$ cat src/rtl/cd_pkg.sv
// ----------------------------------------------------------------------------
// cd_pkg
// Shared types and codes for the circular deque: request modes, result
// status codes, the data select and the controller command bundle.
// ----------------------------------------------------------------------------
`default_nettype none

package cd_pkg;

  // Field widths fixed by the interface
  localparam int CAP_W  = 5;
  localparam int MODE_W = 3;
  localparam int STAT_W = 2;

  // Capacity after reset (clipped to the store depth in the datapath)
  localparam int CAP_RESET = 16;

  // Request modes
  localparam logic [MODE_W-1:0] MODE_PUSH_FRONT = 3'd0;
  localparam logic [MODE_W-1:0] MODE_PUSH_BACK  = 3'd1;
  localparam logic [MODE_W-1:0] MODE_POP_FRONT  = 3'd2;
  localparam logic [MODE_W-1:0] MODE_POP_BACK   = 3'd3;
  localparam logic [MODE_W-1:0] MODE_PEEK_FRONT = 3'd4;
  localparam logic [MODE_W-1:0] MODE_PEEK_BACK  = 3'd5;

  // Result status codes
  localparam logic [STAT_W-1:0] STAT_OK    = 2'd0;
  localparam logic [STAT_W-1:0] STAT_OVER  = 2'd1;
  localparam logic [STAT_W-1:0] STAT_UNDER = 2'd2;

  // Source of the result word
  typedef enum logic [1:0] {
    SEL_ZERO,
    SEL_MEM,
    SEL_ONES
  } data_sel_t;

  // Commands from controller to datapath
  typedef struct packed {
    logic op_go;     // request accepted: update pointers, write or read store
    logic out_load;  // capture the result into the output register
  } cd_cmd_t;

endpackage

`default_nettype wire

$ cat src/rtl/circular_deque.sv
// ----------------------------------------------------------------------------
// circular_deque
// Double-ended queue of signed words in a circular slot memory with a
// configurable capacity.
// ----------------------------------------------------------------------------
// Each request (push/pop/peek at front or back) yields exactly one result
// carrying the word read, a status (ok, overflow, underflow) and the empty,
// full and occupancy flags after the request. The slot memory is accessed
// and pointers move on the cycle a request is accepted, and the registered
// memory read is captured into the output register on the next. A new
// request is taken while the previous result is being handed off, but not
// while a request is still waiting for its result capture (state S_READ).
// Writing cfg_wdata sets the capacity (0 reads as 1, values above DEPTH clip to
// DEPTH) and empties the deque; write it only while no request is in flight.
// ----------------------------------------------------------------------------
`default_nettype none

module circular_deque
  import cd_pkg::*;
#(
  parameter int DEPTH     = 16,
  parameter int WORD_BITS = 32
) (
  input  wire logic                 clk,
  input  wire logic                 rst_n,
  // request channel
  input  wire logic                 in_valid,
  output logic                      in_ready,
  input  wire logic [MODE_W-1:0]    in_mode,
  input  wire logic [WORD_BITS-1:0] in_value,
  // result channel
  output logic                      out_valid,
  input  wire logic                 out_ready,
  output logic      [WORD_BITS-1:0] out_data,
  output logic      [STAT_W-1:0]    out_status,
  output logic                      out_is_empty,
  output logic                      out_is_full,
  output logic      [CAP_W-1:0]     out_occupancy,
  // capacity register
  input  wire logic                 cfg_we,
  input  wire logic [CAP_W-1:0]     cfg_wdata
);

  cd_cmd_t cmd;

  cd_ctrl u_ctrl (
    .clk       (clk),
    .rst_n     (rst_n),
    .in_valid  (in_valid),
    .in_ready  (in_ready),
    .out_valid (out_valid),
    .out_ready (out_ready),
    .cmd       (cmd)
  );

  cd_dpath #(
    .DEPTH     (DEPTH),
    .WORD_BITS (WORD_BITS)
  ) u_dpath (
    .clk           (clk),
    .rst_n         (rst_n),
    .cmd           (cmd),
    .in_mode       (in_mode),
    .in_value      (in_value),
    .cfg_we        (cfg_we),
    .cfg_wdata     (cfg_wdata),
    .out_data      (out_data),
    .out_status    (out_status),
    .out_is_empty  (out_is_empty),
    .out_is_full   (out_is_full),
    .out_occupancy (out_occupancy)
  );

endmodule

`default_nettype wire

$ cat src/rtl/cd_ctrl.sv
// ----------------------------------------------------------------------------
// cd_ctrl
// Controller for the circular deque. Sequences each request through the
// store access and result capture, and owns both channel handshakes.
// ----------------------------------------------------------------------------
`default_nettype none

module cd_ctrl
  import cd_pkg::*;
(
  input  wire logic    clk,
  input  wire logic    rst_n,
  input  wire logic    in_valid,
  output logic         in_ready,
  output logic         out_valid,
  input  wire logic    out_ready,
  output cd_cmd_t      cmd
);

  localparam logic S_IDLE = 1'b0;
  localparam logic S_READ = 1'b1;

  logic state_r, state_nxt;
  logic out_valid_r, out_valid_nxt;

  // Take a request when idle and the output register is free or being drained
  assign in_ready     = (state_r == S_IDLE) && (!out_valid_r || out_ready);
  assign cmd.op_go    = in_valid && in_ready;
  assign cmd.out_load = (state_r == S_READ);
  assign out_valid    = out_valid_r;

  // Next state
  always_comb begin
    state_nxt = state_r;
    unique case (state_r)
      S_IDLE: if (cmd.op_go) state_nxt = S_READ;
      S_READ: state_nxt = S_IDLE;
      default: state_nxt = S_IDLE;
    endcase
  end

  // Output valid flag
  always_comb begin
    out_valid_nxt = out_valid_r;
    if (cmd.out_load) begin
      out_valid_nxt = 1'b1;
    end else if (out_ready) begin
      out_valid_nxt = 1'b0;
    end
  end

  always_ff @(posedge clk) begin
    if (!rst_n) begin
      state_r     <= S_IDLE;
      out_valid_r <= 1'b0;
    end else begin
      state_r     <= state_nxt;
      out_valid_r <= out_valid_nxt;
    end
  end

endmodule

`default_nettype wire

$ cat src/rtl/cd_dpath.sv
// ----------------------------------------------------------------------------
// cd_dpath
// Datapath for the circular deque: slot memory, head/tail pointers, word
// count, capacity register and the output register.
// ----------------------------------------------------------------------------
`default_nettype none

module cd_dpath
  import cd_pkg::*;
#(
  parameter int DEPTH     = 16,
  parameter int WORD_BITS = 32
) (
  input  wire logic                 clk,
  input  wire logic                 rst_n,
  input  wire cd_cmd_t              cmd,
  input  wire logic [MODE_W-1:0]    in_mode,
  input  wire logic [WORD_BITS-1:0] in_value,
  input  wire logic                 cfg_we,
  input  wire logic [CAP_W-1:0]     cfg_wdata,
  output logic      [WORD_BITS-1:0] out_data,
  output logic      [STAT_W-1:0]    out_status,
  output logic                      out_is_empty,
  output logic                      out_is_full,
  output logic      [CAP_W-1:0]     out_occupancy
);

  localparam int IDX_W = (DEPTH > 1) ? $clog2(DEPTH) : 1;
  localparam int AW    = (IDX_W > CAP_W) ? IDX_W : CAP_W;
  localparam logic [CAP_W-1:0] CAP_INIT =
    CAP_W'((DEPTH < CAP_RESET) ? DEPTH : CAP_RESET);

  // Wrap forward within the capacity in use
  function automatic logic [IDX_W-1:0] next_idx(input logic [IDX_W-1:0] i,
                                                 input logic [CAP_W-1:0] cap);
    logic [AW:0] inc;
    logic [AW:0] cap_x;
    inc   = {{(AW+1-IDX_W){1'b0}}, i} + 1'b1;
    cap_x = {{(AW+1-CAP_W){1'b0}}, cap};
    return (inc >= cap_x) ? '0 : inc[IDX_W-1:0];
  endfunction

  // Wrap backward within the capacity in use
  function automatic logic [IDX_W-1:0] prev_idx(input logic [IDX_W-1:0] i,
                                                 input logic [CAP_W-1:0] cap);
    logic [AW:0] capm1;
    capm1 = {{(AW+1-CAP_W){1'b0}}, cap} - 1'b1;
    return (i == '0) ? capm1[IDX_W-1:0] : i - 1'b1;
  endfunction

  logic [WORD_BITS-1:0] mem [DEPTH];

  logic [CAP_W-1:0] capacity_r, capacity_nxt;
  logic [IDX_W-1:0] head_r, head_nxt;
  logic [IDX_W-1:0] tail_r, tail_nxt;
  logic [CAP_W-1:0] count_r, count_nxt;

  logic [WORD_BITS-1:0] rd_data_r;
  data_sel_t            sel_r, sel_nxt;
  logic [STAT_W-1:0]    stat_r, stat_nxt;

  logic [WORD_BITS-1:0] out_data_r;
  logic [STAT_W-1:0]    out_status_r;
  logic                 out_empty_r;
  logic                 out_full_r;
  logic [CAP_W-1:0]     out_occ_r;

  logic             empty;
  logic             full;
  logic             wr_en;
  logic [IDX_W-1:0] wr_addr;
  logic [IDX_W-1:0] rd_addr;
  logic [CAP_W-1:0] cap_sat;

  assign empty = (count_r == '0);
  assign full  = (count_r >= capacity_r);

  // Saturate a written capacity into 1..DEPTH
  always_comb begin
    cap_sat = cfg_wdata;
    if (cfg_wdata == '0) begin
      cap_sat = CAP_W'(1);
    end else if (int'(cfg_wdata) > DEPTH) begin
      cap_sat = CAP_W'(DEPTH);
    end
  end

  // Request decode and pointer update
  always_comb begin
    capacity_nxt = capacity_r;
    head_nxt     = head_r;
    tail_nxt     = tail_r;
    count_nxt    = count_r;
    sel_nxt      = sel_r;
    stat_nxt     = stat_r;
    wr_en        = 1'b0;
    wr_addr      = '0;
    rd_addr      = ((in_mode == MODE_POP_FRONT) || (in_mode == MODE_PEEK_FRONT))
                   ? head_r : tail_r;

    if (cfg_we) begin
      capacity_nxt = cap_sat;
      head_nxt     = '0;
      tail_nxt     = '0;
      count_nxt    = '0;
    end else if (cmd.op_go) begin
      sel_nxt  = SEL_ZERO;
      stat_nxt = STAT_OK;
      unique case (in_mode) inside
        MODE_PUSH_FRONT, MODE_PUSH_BACK: begin
          if (full) begin
            stat_nxt = STAT_OVER;
          end else begin
            wr_en     = 1'b1;
            count_nxt = count_r + 1'b1;
            if (empty) begin
              head_nxt = '0;
              tail_nxt = '0;
              wr_addr  = '0;
            end else if (in_mode == MODE_PUSH_FRONT) begin
              head_nxt = prev_idx(head_r, capacity_r);
              wr_addr  = head_nxt;
            end else begin
              tail_nxt = next_idx(tail_r, capacity_r);
              wr_addr  = tail_nxt;
            end
          end
        end
        MODE_POP_FRONT, MODE_POP_BACK, MODE_PEEK_FRONT, MODE_PEEK_BACK: begin
          if (empty) begin
            stat_nxt = STAT_UNDER;
            sel_nxt  = SEL_ONES;
          end else begin
            sel_nxt = SEL_MEM;
            if ((in_mode == MODE_POP_FRONT) || (in_mode == MODE_POP_BACK)) begin
              if (count_r == CAP_W'(1)) begin
                head_nxt  = '0;
                tail_nxt  = '0;
                count_nxt = '0;
              end else begin
                count_nxt = count_r - 1'b1;
                if (in_mode == MODE_POP_FRONT) begin
                  head_nxt = next_idx(head_r, capacity_r);
                end else begin
                  tail_nxt = prev_idx(tail_r, capacity_r);
                end
              end
            end
          end
        end
        default: ;
      endcase
    end
  end

  // Slot memory: one write port, one registered read port
  always_ff @(posedge clk) begin
    if (wr_en) begin
      mem[wr_addr] <= in_value;
    end
    if (cmd.op_go) begin
      rd_data_r <= mem[rd_addr];
    end
  end

  // Control state
  always_ff @(posedge clk) begin
    if (!rst_n) begin
      capacity_r <= CAP_INIT;
      head_r     <= '0;
      tail_r     <= '0;
      count_r    <= '0;
    end else begin
      capacity_r <= capacity_nxt;
      head_r     <= head_nxt;
      tail_r     <= tail_nxt;
      count_r    <= count_nxt;
    end
  end

  // Per-request result bookkeeping
  always_ff @(posedge clk) begin
    sel_r  <= sel_nxt;
    stat_r <= stat_nxt;
  end

  // Output register, flags reflect the state after the request
  always_ff @(posedge clk) begin
    if (cmd.out_load) begin
      case (sel_r)
        SEL_MEM:  out_data_r <= rd_data_r;
        SEL_ONES: out_data_r <= '1;
        default:  out_data_r <= '0;
      endcase
      out_status_r <= stat_r;
      out_empty_r  <= (count_r == '0);
      out_full_r   <= (count_r >= capacity_r);
      out_occ_r    <= count_r;
    end
  end

  assign out_data      = out_data_r;
  assign out_status    = out_status_r;
  assign out_is_empty  = out_empty_r;
  assign out_is_full   = out_full_r;
  assign out_occupancy = out_occ_r;

endmodule

`default_nettype wire

$ cat config.mk
export PLATFORM = sky130hd
export DESIGN_NAME = circular_deque
export DESIGN_NICKNAME = d
export VERILOG_FILES = /design/src/rtl/cd_pkg.sv /design/src/rtl/circular_deque.sv /design/src/rtl/cd_ctrl.sv /design/src/rtl/cd_dpath.sv
export SDC_FILE = /design/constraint.sdc
export NUM_CORES = 1
export LEC_CHECK = 0
export ABC_CLOCK_PERIOD_IN_PS = 7400
export BUFFER_PORTS_ARGS = -buffer_cell sky130_fd_sc_hd__buf_2
export CAP_MARGIN = 20
export CORE_UTILIZATION = 60
export DETAILED_ROUTE_END_ITERATION = 10
export HOLD_SLACK_MARGIN = 0.02
export PLACE_DENSITY = 0.86
export SLEW_MARGIN = 10
export SYNTH_ARGS = -nofsm -noshare
export SYNTH_HDL_FRONTEND = slang
export SYNTH_SLANG_ARGS = --single-unit
$ cat constraint.sdc
create_clock -name clk -period 7.4 [get_ports clk]
set_input_delay 0.74 -clock clk [delete_from_list [all_inputs] [get_ports clk]]
set_output_delay 0.74 -clock clk [all_outputs]
set_load 0.02 [all_outputs]
==> flow_summary.toml <==
[place]
pre_cts_slack_ns = 2.908
place_hpwl_um = 39200
numPortBuffers = 87
routabilityCongestion = 0.8696

[final_layout]
fin_nets = 2132
fin_util = 0.6734
multi_input_area_sq_um = 8194
fillerInstances = 2828
regArea_sq_um = 18090
layout_commonest_cell = "edfxtp_1"
drive_above_1_share = 0.1545
final_cell_mix = "589 x edfxtp_1, 216 x nand2_1, 164 x a211oi_1"
syn_to_final_growth_pct = 10.70

[critical_path]
reg2reg_to = "u_dpath.mem[5][22]"
crit_chain = "ha_1 > xor2_1 > ha_1 > a21o_1 > a31oi_1 > o21ai_1 > o31ai_1 > nand3b_1 > nor2_4 > buf_4"
rrSetupSlack_ns = 2.99
crit_type = "flip-flop to flip-flop"
crit_required_ns = 7.69
cp_common_cell = "ha_1"
slowest_delay_ns = 0.69
crit_family = "simple AND/OR/NAND/NOR gates"
r2r_start = "u_dpath.tail_r[0]"
worstSetupEndpointType = "flip-flop"
cp_max_fo = 17
rr_worst_depth = 10
cp.arrival_ns = 4.70
crit_slowest_cell = "nor2_4"
worstSetupStartpointType = "flip-flop"
crit_buf_inv = 1

[grt]
gr-total-overflow = 0
antenna_found_initial = 3
grt_pass1_wl_um = 108400
grt_max_degree = 97
grt_pass1_vias = 18350
grt_usage = 0.3204

[pwr]
p_leak_uw = 0.009914
power_density_nw_per_um2 = 247.4
irDropWorstVdd_mv = 0.2906

[yosys]
yosysSeqAreaShare = 0.6724
syn_inst = 2046
netlist_area_sq_um = 26900
synthArstFlopShare = 0
ys.flop_type = "edfxtp_1"
syn_area_per_cell_sq_um = 13.15
yosysWarnings = 0
synth_cell_types = 63
synth_seq_cells = 609
synth_nets = 2116
synth-edff-count = 589

[die]
start_util = 0.6083
die_w_um = 213.7
die_h_um = 213.7
rows = 77
num_io_pins = 88
dieArea_sq_um = 45680
coreArea_sq_um = 44220

[routing]
first_pass_iters = 9
avgViaCountPerCell = 7.060
routed-via-count = 19080
wl_um = 72210
wl_per_cell_um = 26.72
ant_nets = 0
drt_iter0_drc = 2754
drc_errors = 0

[sta]
fmax_mhz = 226.9
tns_ns = 0
period_minus_slack_ns = 4.407
maxSlewViolCount = 0
tightestPinTransition_ns = 1.138
skew_ns = 0.02295
hold_viol = 0
finalWorstSetupSlack_ns = 2.993
setup_viol = 0
timing.final.crit_share = 0.5956
maxSlewHeadroom = 0.2416
rsz0062_at_grt = "false"

[flow_run]
drv_cap = 0

[hold_path]
worst_hold_path_type = "primary input to flip-flop"
hold_end = "u_ctrl.state_r"
worstHoldPathCells = 2
min_from = "in_valid"

[cts]
ctsHoldBuffers = 0
cts_setup_buffers = 0
clk_latency_ns = 0.63
cts_inserted_buffers = 57
clockRootBuffer = "clkbuf_16"
cts_tree = "yes"
clockBufferDepth = 3
cts_sinks = 609
htree_levels = 2
clk_pin_slew_ns = 0.06
cts-resized-gates = 0

[outcome]
status = "finished clean"
-- kinds of logic (layout without fill, tap and decap cells) --
kind of cell / after synthesis / after routing / synth area share
adder cells (fa/ha/maj): 25 / 25 / 0.01163
XOR/XNOR: 9 / 9 / 0.003908
buffers and inverters: 201 / 265 / 0.03037
other: 0 / 1 / 0
AND/OR/NAND/NOR: 594 / 594 / 0.1076
multiplexers: 68 / 68 / 0.02828
flip-flops: 609 / 609 / 0.6724
AO/OA/AOI/OAI: 540 / 540 / 0.1457
-- cell usage after synthesis (5+ instances only) --
master,instances,area share
a311o_1,32,0.012
a311oi_1,67,0.022
nand3_1,104,0.019
and3_1,99,0.023
buf_1,9,0.0013
nand2b_1,70,0.016
inv_1,26,0.0036
a21oi_1,116,0.022
buf_2,41,0.0076
a21o_1,6,0.0017
nor2b_1,5,0.0012
ha_1,25,0.012
and2_1,5,0.0012
nor2_1,64,0.0089
nor3_1,7,0.0013
mux2_2,64,0.027
clkbuf_1,122,0.017
nand2_1,218,0.030
a211oi_1,164,0.046
o32a_1,33,0.012
dfxtp_1,20,0.015
o211ai_1,33,0.0092
edfxtp_1,589,0.66
o21ai_0,51,0.0095
a31oi_1,5,0.0012
-- metrics by stage --
| stage | power [uW] | hold slack, ns | cell area [sq um] | cells |
|---|---|---|---|---|
| 6_report | 7366 | 0.3643 | 29780 | 2703 |
| 5_1_grt | 7535 | 0.3707 | 29770 | 2702 |
| 4_1_cts | 7351 | 0.3413 | 29770 | 2702 |
| 3_5_place_dp | 4469 | 0.4223 | 27900 | 2595 |
| 3_3_place_gp | 4445 | 0.4123 | 27900 | 2595 |
| 2_1_floorplan | 4267 | 0.4003 | 26900 | 2046 |
-- sequential cells by signal, indices dropped and copies added (netlist names), 4 cells and up --
name,count
u_dpath.rd_data_r,32
u_dpath.count_r,5
u_dpath.tail_r,4
u_dpath.out_occupancy,5
u_dpath.capacity_r,5
u_dpath.mem,512
u_dpath.head_r,4
u_dpath.out_data,32
-- worst max path at each step --
stage	start	endpoint	slack, ns	cells past startpoint
4_1_cts	u_dpath.tail_r[0]	u_dpath.mem[5][22]	3.10	10
5_1_grt	u_dpath.tail_r[0]	u_dpath.mem[5][19]	2.91	10
3_5_place_dp	in_mode[1]	u_dpath.rd_data_r[6]	2.91	10
3_3_place_gp	in_mode[1]	u_dpath.rd_data_r[30]	3.10	10
2_1_floorplan	u_dpath.tail_r[3]	u_dpath.mem[0][0]	1.46	10
6_report	u_dpath.tail_r[0]	u_dpath.mem[5][22]	2.99	10
-- worst reg2reg max path: stages, from the launching register on --
cell,delay (ns)
dfxtp_1,0.60
ha_1,0.31
xor2_1,0.24
ha_1,0.29
a21o_1,0.18
a31oi_1,0.14
o21ai_1,0.25
o31ai_1,0.50
nand3b_1,0.44
nor2_4,0.70
buf_4,0.44
-- power by group --
| group | total [uW] | internal [uW] | switching [uW] |
|---|---|---|---|
| Sequential | 3840 | 3820 | 19.8 |
| Combinational | 572 | 170 | 402 |
| Clock | 2950 | 1650 | 1300 |
-- metal layers --
metal | share of wire | track usage | vias up
li1 | - | - | 8020
met1 | 0.36 | 0.4231 | 9231
met2 | 0.47 | 0.4980 | 1541
met3 | 0.12 | 0.07030 | 288
met4 | 0.051 | 0.1768 | 4
met5 | 0.00036 | 0 | -
-- final cells by class --
cell class	count	share of cell area
Sequential cell	609	0.6076
Multi-Input combinational cell	1236	0.2752
Clock buffer	66	0.04975
Timing Repair Buffer	132	0.02597
Tap cell	592	0.02487
Clock inverter	41	0.01324
Inverter	26	0.003277
Antenna cell	1	0.00008404
(Power assumes the default switching activity.)
